===== src/rtl/core/assert_macros.svh =====
// concurrent assertion helpers, empty when SYNTHESIS is set
`ifndef ASSERT_MACROS_SVH
`define ASSERT_MACROS_SVH

`ifndef SYNTHESIS
// same-cycle implication, checked out of reset
`define ASSERT_IMPL(label, clk, rst_n, ante, cons) \
    label: assert property (@(posedge clk) disable iff (!rst_n) (ante) |-> (cons)) \
        else $error("assertion failed");
// next-cycle implication, checked out of reset
`define ASSERT_NEXT(label, clk, rst_n, ante, cons) \
    label: assert property (@(posedge clk) disable iff (!rst_n) (ante) |=> (cons)) \
        else $error("assertion failed");
`else
`define ASSERT_IMPL(label, clk, rst_n, ante, cons)
`define ASSERT_NEXT(label, clk, rst_n, ante, cons)
`endif

`endif


===== src/rtl/core/itbd_pkg.sv =====
package itbd_pkg;

    // radix limits and the one radix that prints a sign
    localparam logic [4:0] BASE_MIN = 5'd2;
    localparam logic [4:0] BASE_MAX = 5'd16;
    localparam logic [4:0] BASE_DEC = 5'd10;

    // quotient bits resolved per divide cycle
    localparam int STEP_BITS = 4;

    localparam logic [7:0] CHAR_ZERO  = 8'h30;
    localparam logic [7:0] CHAR_MINUS = 8'h2D;
    localparam logic [7:0] CHAR_NONE  = 8'h00;
    // gap between '9' and 'A'
    localparam logic [7:0] ALPHA_GAP  = 8'h41 - 8'h39 - 8'h01;
    localparam logic [3:0] DEC_DIGIT_MAX = 4'd9;

    typedef struct packed {
        logic load;
        logic div_step;
        logic emit_error;
        logic emit_sign;
        logic emit_digit;
    } itbd_cmd_t;

    typedef struct packed {
        logic base_ok;
        logic chunk_last;
        logic quot_zero;
        logic sign_needed;
        logic digit_last;
        logic out_free;
    } itbd_status_t;

    function automatic logic [7:0] digit_char(input logic [3:0] d);
        logic [7:0] ch;
        ch = CHAR_ZERO + {4'b0000, d};
        if (d > DEC_DIGIT_MAX)
        begin
            ch = ch + ALPHA_GAP;
        end
        return ch;
    endfunction

endpackage


===== src/rtl/core/integer_to_base_digits.sv =====
// Integer to ASCII digit stream, radix 2 to 16. One item (value, base) is
// taken while the block is idle; the digits then come out most significant
// first, one item per character, with last set on the final one. Digits ten
// to fifteen print as 'A' to 'F'; a negative value gets a leading '-' in
// radix 10 only, every other radix prints the unsigned magnitude, and the
// most negative value prints its true magnitude. A radix outside 2..16
// gives one item with error and last set and character zero. Timing: each
// digit is a restoring division by the radix, 4 quotient bits a cycle,
// then the characters follow one per cycle when the output side takes
// every item. The idle state and the sign state come on top of the digit
// work, with or without a sign; the worst case is base 2 of the minimum
// value. The next item is taken once the last character is in the output
// register.
`include "assert_macros.svh"

module integer_to_base_digits
    import itbd_pkg::*;
#(
    parameter int VALUE_BITS = 32
)
(
    input  logic                  clk,
    input  logic                  rst_n,
    input  logic                  in_valid,
    output logic                  in_ready,
    input  logic [VALUE_BITS-1:0] value,
    input  logic [4:0]            base,
    output logic                  out_valid,
    input  logic                  out_ready,
    output logic [7:0]            character,
    output logic                  last,
    output logic                  error
);

    itbd_cmd_t    cmd;
    itbd_status_t status;

    // sequencer: idle, error item or divide per digit, optional sign, then drain digits
    itbd_ctrl u_ctrl (
        .clk      (clk),
        .rst_n    (rst_n),
        .in_valid (in_valid),
        .in_ready (in_ready),
        .status   (status),
        .cmd      (cmd)
    );

    // divider, digit stack and the output register
    itbd_datapath #(
        .VALUE_BITS (VALUE_BITS)
    ) u_datapath (
        .clk       (clk),
        .rst_n     (rst_n),
        .value     (value),
        .base      (base),
        .cmd       (cmd),
        .status    (status),
        .out_valid (out_valid),
        .out_ready (out_ready),
        .character (character),
        .last      (last),
        .error     (error)
    );

    // an error item stands alone
    `ASSERT_IMPL(a_error_alone, clk, rst_n, out_valid && error, last && (character == CHAR_NONE))
    // the sign is never the final character
    `ASSERT_IMPL(a_sign_not_last, clk, rst_n, out_valid && !error && (character == CHAR_MINUS), !last)
    // block is busy right after it takes an item
    `ASSERT_NEXT(a_busy_after_accept, clk, rst_n, in_valid && in_ready, !in_ready)
    // emitting the final digit frees the input side
    `ASSERT_NEXT(a_idle_after_last, clk, rst_n, cmd.emit_digit && status.digit_last, in_ready)

endmodule


===== src/rtl/core/itbd_ctrl.sv =====
module itbd_ctrl
    import itbd_pkg::*;
(
    input  logic         clk,
    input  logic         rst_n,
    input  logic         in_valid,
    output logic         in_ready,
    input  itbd_status_t status,
    output itbd_cmd_t    cmd
);

    typedef enum logic [4:0] {
        ST_IDLE  = 5'b00001,
        ST_ERROR = 5'b00010,
        ST_DIV   = 5'b00100,
        ST_SIGN  = 5'b01000,
        ST_EMIT  = 5'b10000
    } state_t;

    state_t state_reg;
    state_t state_next;

    always_ff @(posedge clk or negedge rst_n)
    begin
        if (!rst_n)
        begin
            state_reg <= ST_IDLE;
        end
        else
        begin
            state_reg <= state_next;
        end
    end

    assign in_ready = (state_reg == ST_IDLE);

    always_comb
    begin
        state_next = state_reg;
        cmd        = '0;
        case (state_reg)
            ST_IDLE:
            begin
                if (in_valid)
                begin
                    cmd.load   = 1'b1;
                    state_next = status.base_ok ? ST_DIV : ST_ERROR;
                end
            end
            ST_ERROR:
            begin
                if (status.out_free)
                begin
                    cmd.emit_error = 1'b1;
                    state_next     = ST_IDLE;
                end
            end
            ST_DIV:
            begin
                cmd.div_step = 1'b1;
                if (status.chunk_last && status.quot_zero)
                begin
                    state_next = ST_SIGN;
                end
            end
            ST_SIGN:
            begin
                if (!status.sign_needed)
                begin
                    state_next = ST_EMIT;
                end
                else if (status.out_free)
                begin
                    cmd.emit_sign = 1'b1;
                    state_next    = ST_EMIT;
                end
            end
            ST_EMIT:
            begin
                if (status.out_free)
                begin
                    cmd.emit_digit = 1'b1;
                    if (status.digit_last)
                    begin
                        state_next = ST_IDLE;
                    end
                end
            end
            default:
            begin
                state_next = ST_IDLE;
            end
        endcase
    end

endmodule


===== src/rtl/core/itbd_datapath.sv =====
module itbd_datapath
    import itbd_pkg::*;
#(
    parameter int VALUE_BITS = 32
)
(
    input  logic                  clk,
    input  logic                  rst_n,
    input  logic [VALUE_BITS-1:0] value,
    input  logic [4:0]            base,
    input  itbd_cmd_t             cmd,
    output itbd_status_t          status,
    output logic                  out_valid,
    input  logic                  out_ready,
    output logic [7:0]            character,
    output logic                  last,
    output logic                  error
);

    localparam int CHUNKS  = (VALUE_BITS + STEP_BITS - 1) / STEP_BITS;
    localparam int PAD     = CHUNKS * STEP_BITS;
    localparam int CHUNK_W = $clog2(CHUNKS);
    localparam int CNT_W   = $clog2(VALUE_BITS + 1);

    logic [PAD-1:0]              work_reg;
    logic [PAD-1:0]              work_next;
    logic [3:0]                  rem_reg;
    logic [3:0]                  rem_next;
    logic [4:0]                  radix_reg;
    logic                        neg_reg;
    logic [CHUNK_W-1:0]          chunk_reg;
    logic [CNT_W-1:0]            cnt_reg;
    logic [VALUE_BITS-1:0][3:0]  stack_reg;
    logic                        out_valid_reg;
    logic [7:0]                  char_reg;
    logic                        last_reg;
    logic                        error_reg;

    logic [VALUE_BITS-1:0]       mag;
    logic                        chunk_last;
    logic                        emit_any;

    // two's complement magnitude, the minimum value wraps to its true size
    assign mag        = value[VALUE_BITS-1] ? (~value + VALUE_BITS'(1)) : value;
    assign chunk_last = (chunk_reg == CHUNK_W'(CHUNKS - 1));
    assign emit_any   = cmd.emit_error | cmd.emit_sign | cmd.emit_digit;

    // restoring division, STEP_BITS quotient bits per cycle
    always_comb
    begin
        logic [4:0] trial;
        work_next = work_reg;
        rem_next  = rem_reg;
        for (int i = 0; i < STEP_BITS; i++)
        begin
            trial     = {rem_next, work_next[PAD-1]};
            work_next = {work_next[PAD-2:0], 1'b0};
            if (trial >= radix_reg)
            begin
                trial        = trial - radix_reg;
                work_next[0] = 1'b1;
            end
            rem_next = trial[3:0];
        end
    end

    assign status.base_ok     = (base inside {[BASE_MIN:BASE_MAX]});
    assign status.chunk_last  = chunk_last;
    assign status.quot_zero   = (work_next == '0);
    assign status.sign_needed = neg_reg && (radix_reg == BASE_DEC);
    assign status.digit_last  = (cnt_reg == CNT_W'(1));
    assign status.out_free    = !out_valid_reg || out_ready;

    always_ff @(posedge clk)
    begin
        if (cmd.load)
        begin
            work_reg  <= PAD'(mag);
            rem_reg   <= '0;
            radix_reg <= base;
            neg_reg   <= value[VALUE_BITS-1];
            chunk_reg <= '0;
            cnt_reg   <= '0;
        end
        else if (cmd.div_step)
        begin
            work_reg <= work_next;
            if (chunk_last)
            begin
                // digit done: push it, start next division with zero remainder
                chunk_reg <= '0;
                rem_reg   <= '0;
                stack_reg <= {stack_reg[VALUE_BITS-2:0], rem_next};
                cnt_reg   <= cnt_reg + CNT_W'(1);
            end
            else
            begin
                chunk_reg <= chunk_reg + CHUNK_W'(1);
                rem_reg   <= rem_next;
            end
        end
        else if (cmd.emit_digit)
        begin
            // most significant digit sits on top of the stack
            stack_reg <= {4'b0000, stack_reg[VALUE_BITS-1:1]};
            cnt_reg   <= cnt_reg - CNT_W'(1);
        end
    end

    always_ff @(posedge clk)
    begin
        if (cmd.emit_error)
        begin
            char_reg  <= CHAR_NONE;
            last_reg  <= 1'b1;
            error_reg <= 1'b1;
        end
        else if (cmd.emit_sign)
        begin
            char_reg  <= CHAR_MINUS;
            last_reg  <= 1'b0;
            error_reg <= 1'b0;
        end
        else if (cmd.emit_digit)
        begin
            char_reg  <= digit_char(stack_reg[0]);
            last_reg  <= status.digit_last;
            error_reg <= 1'b0;
        end
    end

    always_ff @(posedge clk or negedge rst_n)
    begin
        if (!rst_n)
        begin
            out_valid_reg <= 1'b0;
        end
        else if (emit_any)
        begin
            out_valid_reg <= 1'b1;
        end
        else if (out_ready)
        begin
            out_valid_reg <= 1'b0;
        end
    end

    assign out_valid = out_valid_reg;
    assign character = char_reg;
    assign last      = last_reg;
    assign error     = error_reg;

endmodule

===== config.mk =====
export PLATFORM = sky130hd
export DESIGN_NAME = integer_to_base_digits
export DESIGN_NICKNAME = d
export VERILOG_FILES = /design/src/rtl/core/itbd_pkg.sv /design/src/rtl/core/integer_to_base_digits.sv /design/src/rtl/core/itbd_ctrl.sv /design/src/rtl/core/itbd_datapath.sv
export VERILOG_INCLUDE_DIRS = /design/src /design/src/rtl/core
export SDC_FILE = /design/constraint.sdc
export NUM_CORES = 1
export LEC_CHECK = 0
export BUFFER_PORTS_ARGS = -buffer_cell sky130_fd_sc_hd__buf_2
export CAP_MARGIN = 20
export CORE_UTILIZATION = 45
export DETAILED_ROUTE_END_ITERATION = 10
export SLEW_MARGIN = 20
export SYNTH_ARGS = -nofsm -noshare
export SYNTH_HDL_FRONTEND = slang
export SYNTH_SLANG_ARGS = --single-unit

===== constraint.sdc =====
create_clock -name clk -period 7.2 [get_ports clk]
set_clock_uncertainty 0.1 [all_clocks]
set_input_delay 0.72 -clock clk [delete_from_list [all_inputs] [get_ports clk]]
set_output_delay 0.72 -clock clk [all_outputs]
set_load 0.02 [all_outputs]

# Word-level counts from Yosys, hierarchy flattened

Index checks and enable logic that the tools add are counted.

Output and inout port bits: 12
Input port bits: 41
Word-level logic and storage cells: 139
Bits in registers: 195

Add/subtract/negate cells: 10
Reductions and logical operators: 14
Multiplexer cells: 45
Bitwise operators: 4
Order comparisons: 7
Equality and inequality tests: 15

Operators by type and width:

| operator                | number |
|---|---|
| $mux W128               | 3 |
| $mux W32                | 3 |
| $mux W5                 | 7 |
| $add A32 B1 Y32 const B | 1 |
| $logic_not A32 Y1       | 1 |
| $not A32 Y32            | 1 |
| $mux W6                 | 5 |
| $pmux W5 S5             | 1 |
| $ge A5 B5 Y1            | 4 |
| $mux W4                 | 5 |
| $mux W1                 | 18 |
| $sub A4 B4 Y4           | 4 |
| $eq A5 B4 Y1 const B    | 2 |
| $add A8 B3 Y8 const B   | 1 |
| $mux W8                 | 1 |
| $ne A2 B2 Y1 const B    | 4 |
| $reduce_bool A2 Y1      | 4 |
| $add A6 B4 Y7 const A   | 1 |
| $add A6 B1 Y6 const B   | 1 |
| $eq A6 B1 Y1 const B    | 1 |
| $mux W3                 | 2 |
| $reduce_and A6 Y1       | 1 |
| $sub A6 B1 Y6 const B   | 1 |
| $eq A5 B1 Y1 const B    | 1 |
| 18 further kinds        | 22 |

# Longest topological paths before layout

Word-level depth: 12
Depth in mapped cells: 25
Gate-level depth less buffers: 25

# Modules after synthesis

Synthesis repeated with hierarchy kept, for this count alone.

Cells, all modules: 775
Area, all modules: 9892.0 um^2

Modules (own cells, without submodules):

| module        | times used | area each (um^2) | sequential area each (um^2) | cells an instance |
|---|---|---|---|---|
| itbd_datapath | 1          | 9530.4           | 5450.2                      | 737 |
| itbd_ctrl     | 1          | 361.6            | 126.4                       | 38 |

# Worst setup path before layout

OpenSTA, ideal clock, no wires.

Path kind: register -> register
From: reg u_datapath.radix_reg[1]
To: reg u_datapath.stack_reg[2] (netlist bit) (data pin)
Required time: 6840 ps
Setup slack: 1409 ps
Path buffers: 0
Stages on the path, launching flop included: 23
Clock period less this slack: 5791 ps
Setup time: 260 ps
Data arrival time: 5431 ps
Cell sequence: edfxtp_1 > inv_1 > ha_1 > a21o_1 > a31oi_1 > o21ai_1 > mux2_2 > ha_1 > nand2_1 > o21a_1 > o21ai_0 > mux2_2 > ha_1 > a21oi_1 > nand2_1 > a221oi_2 > mux2i_1 > ha_1 > a31oi_1 > o21a_1 > and3_1 > a211oi_1 > mux2_2

Cells in the longest elaborated chain, start to end: 10
Elaborated cells on any way between the ends: 14
Those cells by class: add/sub (4); order compare (4); mux (6)

Ends and longest elaborated chain:

| what                                          | RTL line                                 | text |
|---|---|---|
| start, declared                               | itbd_datapath.sv:29                      | `logic [4:0] radix_reg;` |
| start signal, assigned                        | itbd_datapath.sv:80                      | `radix_reg <= base;` |
| $sub A4 B4 Y4 or $ge A5 B5 Y1 (tied branches) | itbd_datapath.sv:60, itbd_datapath.sv:58 |  |
| $mux W4                                       | itbd_datapath.sv:58                      | `if (trial >= radix_reg)` |
| $sub A4 B4 Y4 or $ge A5 B5 Y1 (tied branches) | itbd_datapath.sv:60, itbd_datapath.sv:58 |  |
| $mux W4                                       | itbd_datapath.sv:58                      |  |
| $ge A5 B5 Y1 or $sub A4 B4 Y4 (tied branches) | itbd_datapath.sv:58, itbd_datapath.sv:60 |  |
| $mux W4                                       | itbd_datapath.sv:58                      |  |
| $sub A4 B4 Y4 or $ge A5 B5 Y1 (tied branches) | itbd_datapath.sv:60, itbd_datapath.sv:58 |  |
| $mux W4 (*)                                   | itbd_datapath.sv:58                      |  |
| $mux W128 (*)                                 | itbd_datapath.sv:88                      | `if (chunk_last)` |
| $mux W128 (*)                                 | itbd_datapath.sv:85                      | `else if (cmd.div_step)` |
| end signal, assigned                          | itbd_datapath.sv:93                      | `stack_reg <= {stack_reg[VALUE_BITS-2:0], rem_next};` |
| end signal, assigned                          | itbd_datapath.sv:105                     | `stack_reg <= {4'b0000, stack_reg[VALUE_BITS-1:1]};` |
| end, declared                                 | itbd_datapath.sv:33                      | `logic [VALUE_BITS-1:0][3:0] stack_reg;` |

Mark *: on every way between the ends. The rest lies on a longest branch, timed or not. The select of a mux whose other input is x is not followed.
A chain may end at the register's enable or synchronous reset.

# Worst setup path after layout

Ends and elaborated chain as after synthesis.

==> flow_summary.yaml <==
yosys:
  mapped_cells: 1038
  synthDistinctLibCells: 64
  synth.cell_area_mm2: 0.00998
  sequential_cell_area_fraction_in_the_yosys_report_pct: 55.9
  synth.area.top_cells: "edfxtp_1 50%, nand2_1 16%, dfxtp_1 4.4%"
  synth_flop_cell: "edfxtp_1"
  synth_enable_flop_cells: 166
  yosysWarningCount: 0
  postSynthAreaPerCell_um2: 9.62
  synth_largest_area_cell: "edfxtp_1"
  postSynthRegisterBits: 194
  asyncSetResetFlopFracSynth_pct: 3.09
  mappedNetlistNets: 1111
  yosysTopAreaCellShare_pct: 49.9
outcome:
  result_of_the_run: "finished clean"
worst_setup_path:
  start_kind: "flip-flop"
  worst_path_max_delay_cell: "a221oi_2"
  cpLargestDelayFamily: "compound AO/OA/AOI/OAI gates"
  crit_required_ps: 7290
  worst_setup_path_class: "flip-flop to flip-flop"
  crit_path_max_incr_delay_ps: 480
  arrival_time_worst_endpoint_ps: 6740
  worst_setup_path_end_kind: "flip-flop"
  setup_slack_on_the_worst_flop_to_flop_path_ps: 550
  path_buf_inv: 1
  critPathMaxFanout: 6
  timing.critical_path.mode_cell: "ha_1"
  path_cells: "inv_1, ha_1, a21o_1, a31oi_1, o21ai_1, mux2_2, ha_1, nand2_1, o21a_1, o21ai_0, mux2_2, ha_1, a21oi_1, nand2_1, a221oi_2, mux2i_1, ha_1, a31oi_1, o21a_1, and3_1, a211oi_1, mux2_2"
pwr:
  seq_power_share_pct: 34.8
  gate_power_share_pct: 43.3
  intPower_uw: 2660
  peak_supply_drop_uv: 276
  switching_share_pct: 39.3
  total_net_switching_power_uw: 1720
  power.static_leakage_uw: 0.00459
  power_per_cell_area_mw_per_mm2: 395
  p_clk_share_pct: 22.0
  p_total_uw: 4380
detailed_routing:
  postRouteWirelength_um: 19700
  detail-route-antenna-nets: 0
  route.met3.wl_um: 600
  drt_first_iter_violations: 430
  drtPass1Iterations: 5
  m1WireLength_um: 10100
  routed_wire_length_per_instance_um: 14.5
  met2_length_um: 8710
  detailroute.via_count: 7158
  via_per_inst: 5.25
  maxUsedRoutingLayer: "met4"
  detail_route.drc_violations: 0
global_routing:
  grt_antenna_before_repair: 0
  grt.total_usage_pct: 18.4
  grt_start_max_net_pins: 95
  grt_pass1_vias: 6538
  grt_first_pass_wirelength_um: 32500
  global_route.overflow_total: 0
sta:
  max_slew_margin_pct: 38.1
  total_count_of_hold_check_failures_in_the_final_report: 0
  timing_worst_slew_pin_value_ps: 929
  totalNegativeSetupSlack_ps: 0
  fmax_mhz: 150
  timing_max_transition_violations_final: 0
  finalWorstPathRequiredPeriod_ps: 6650
  setup_viol: 0
  fin_crit_sh_pct: 92.4
  unrepaired_setup_endpoints_after_global_routing: "false"
  worst_slack_ps: 548
clock_network:
  clock_path_buffers: 2
  worstSkewPairLatency_ps: 430
  ctsRootBufferMaster: "clkbuf_16"
  numCtsBuffers: 17
  count_of_buffers_added_by_post_cts_timing_repair_for_setup: 0
  cts_tree: "yes"
  count_of_h_tree_levels_built_during_cts: 4
  cts.reportedPaths.clkPinSlew_ps: 70
  clock-sinks: 194
floorplanning:
  die_w_um: 151
  initial_utilization_pct: 45.9
  fp.coreArea_mm2: 0.0218
  vertical_die_dimension_um: 151
  pin_count: 53
  fp.dieArea_mm2: 0.0228
  std_cell_rows: 54
placed_design:
  detailedPlacementHpwl_um: 13000
  place.gp.congestion: 0.902
  dp.cells: 1331
  placement.setup.worst_slack_ps: 490
  cell_area_after_placement_mm2: 0.0105
  port-buffer-count: 51
layout:
  area_growth_syn_to_layout_pct: 11.0
  antenna-diode-count: 0
  drive_gt1_share_pct: 10.5
  nFillCells: 2073
  final_cell_area_mm2: 0.0111
  finish.net_count: 1144
  layoutNonFillerInstCount: 1364
  largest_register_ffs: 128
min_path:
  hold_class: "flip-flop to flip-flop"
flow_run:
  drv_cap: 0
cells by family (layout without fill, tap and decap cells):
logic type / Yosys count / count (layout) / share of synthesized area (%)
AND/OR/NAND/NOR: 550 / 550 / 23.2
flip-flops: 194 / 194 / 55.9
AO/OA/AOI/OAI: 138 / 138 / 8.81
buffers and inverters: 68 / 114 / 2.74
XOR/XNOR: 42 / 42 / 3.68
adder cells (fa/ha/maj): 32 / 32 / 4.31
multiplexers: 13 / 13 / 1.38
other: 1 / 1 / 0.0376
stage by stage:
| step | hold WS (ps) | util [%] |
|---|---|---|
| 2_1_floorplan | 324 | - |
| 3_3_place_gp | 344 | 48.1 |
| 3_5_place_dp | 349 | 48.1 |
| 4_1_cts | 362 | 50.9 |
| 5_1_grt | 369 | 50.9 |
| 6_report | 360 | 50.9 |
worst reg2reg max path, cell delays in order, from the launching register on:
cell and delay [ps]:
edfxtp_1 470, inv_1 290, ha_1 230, a21o_1 120, a31oi_1 50, o21ai_1 350
mux2_2 410, ha_1 350, nand2_1 80, o21a_1 190, o21ai_0 460, mux2_2 420
ha_1 330, a21oi_1 140, nand2_1 100, a221oi_2 480, mux2i_1 460, ha_1 330
a31oi_1 250, o21a_1 270, and3_1 180, a211oi_1 60, mux2_2 270
placed cells by master (no fill, tap or decap), types with 7 or more instances in the layout:
| master | netlist | final |
|---|---|---|
| edfxtp_1 | 166 | 166 |
| buf_2 | 9 | 51 |
| a21oi_1 | 29 | 29 |
| inv_1 | 23 | 22 |
| ha_1 | 28 | 28 |
| xnor2_1 | 13 | 13 |
| a21o_1 | 7 | 7 |
| clkbuf_16 | 0 | 17 |
| o21ai_0 | 42 | 42 |
| nand3_1 | 13 | 13 |
| mux2i_1 | 7 | 7 |
| nor2_1 | 34 | 34 |
| nor3_1 | 14 | 14 |
| nand2_1 | 424 | 422 |
| o31ai_1 | 10 | 10 |
| dfxtp_1 | 22 | 22 |
| nor2b_1 | 7 | 7 |
| nor4_1 | 8 | 8 |
| xor2_1 | 29 | 29 |
| o21ai_1 | 12 | 11 |
| or3_1 | 8 | 8 |
synth_stat cells, types with 4 or more instances:
| cell type | instances |
|---|---|
| nand2b_1 | 6 |
| xnor2_1 | 13 |
| ha_1 | 28 |
| clkbuf_1 | 29 |
| fa_1 | 4 |
| and3_1 | 6 |
| mux2i_1 | 7 |
| xor2_1 | 29 |
| a21oi_1 | 29 |
| a31oi_1 | 5 |
| buf_1 | 4 |
| o31ai_1 | 10 |
| a21o_1 | 7 |
| nor2b_1 | 7 |
| buf_2 | 9 |
| mux2_2 | 6 |
| nor3_1 | 14 |
| a21oi_2 | 4 |
| nand3_1 | 13 |
| inv_1 | 23 |
| nand4_1 | 6 |
| o21a_1 | 5 |
| nor2_1 | 34 |
| edfxtp_1 | 166 |
| nand2_1 | 424 |
| nor4_1 | 8 |
| dfrtp_1 | 5 |
| or3_1 | 8 |
| dfxtp_1 | 22 |
| o21ai_1 | 12 |
| or4_1 | 6 |
| o21ai_0 | 42 |
cell type report:
type                       count  area [µm²]  area share [%]
clock inverter                15         174            1.57
inverter                      24        92.6           0.836
clock buffer                  17         425            3.84
multi-input combinational    776        4150            37.4
sequential                   194        5580            50.3
tap                          280         350            3.16
timing repair buffer          58         310            2.80
power by group through the flow:
stage / combinational [µW] / clock, µW / sequential [µW]
2_1_floorplan: 1410 / 0 / 1540
3_3_place_gp: 1850 / 0 / 1540
3_5_place_dp: 1870 / 0 / 1550
4_1_cts: 1880 / 981 / 1520
5_1_grt: 2150 / 1020 / 1540
6_report: 1890 / 962 / 1520
repair_timing:
| action | in CTS | in global routing |
|---|---|---|
| endpoints found under the hold margin | 3 | 0 |
| endpoints found under the setup margin | 0 | 3 |
| hold buffers | 1 | 0 |
| resized for setup | 0 | 1 |
routing by layer:
metal  vias to the layer above  track usage [%]
met5                         -                0
met2                       111             27.2
met1                      3376             27.4
li1                       3650                -
met4                         0             6.25
met3                        21             2.71
final timing paths:
| kind | startpoint | end | depth (start not counted) |
|---|---|---|---|
| worst max-delay path | u_datapath.radix_reg[1] | u_datapath.stack_reg[2] | 22 |
| worst min-delay path | u_datapath.chunk_reg[1] | u_datapath.chunk_reg[1] | 2 |
| worst max register to register | u_datapath.radix_reg[1] | u_datapath.stack_reg[2] | 22 |
| worst min register to register | u_datapath.chunk_reg[1] | u_datapath.chunk_reg[1] | 2 |
| max in group asynchronous | rst_n | u_ctrl.state_reg[0] | 2 |
| min in group asynchronous | rst_n | u_ctrl.state_reg[3] | 2 |
Power figures use the tool's default switching activity.
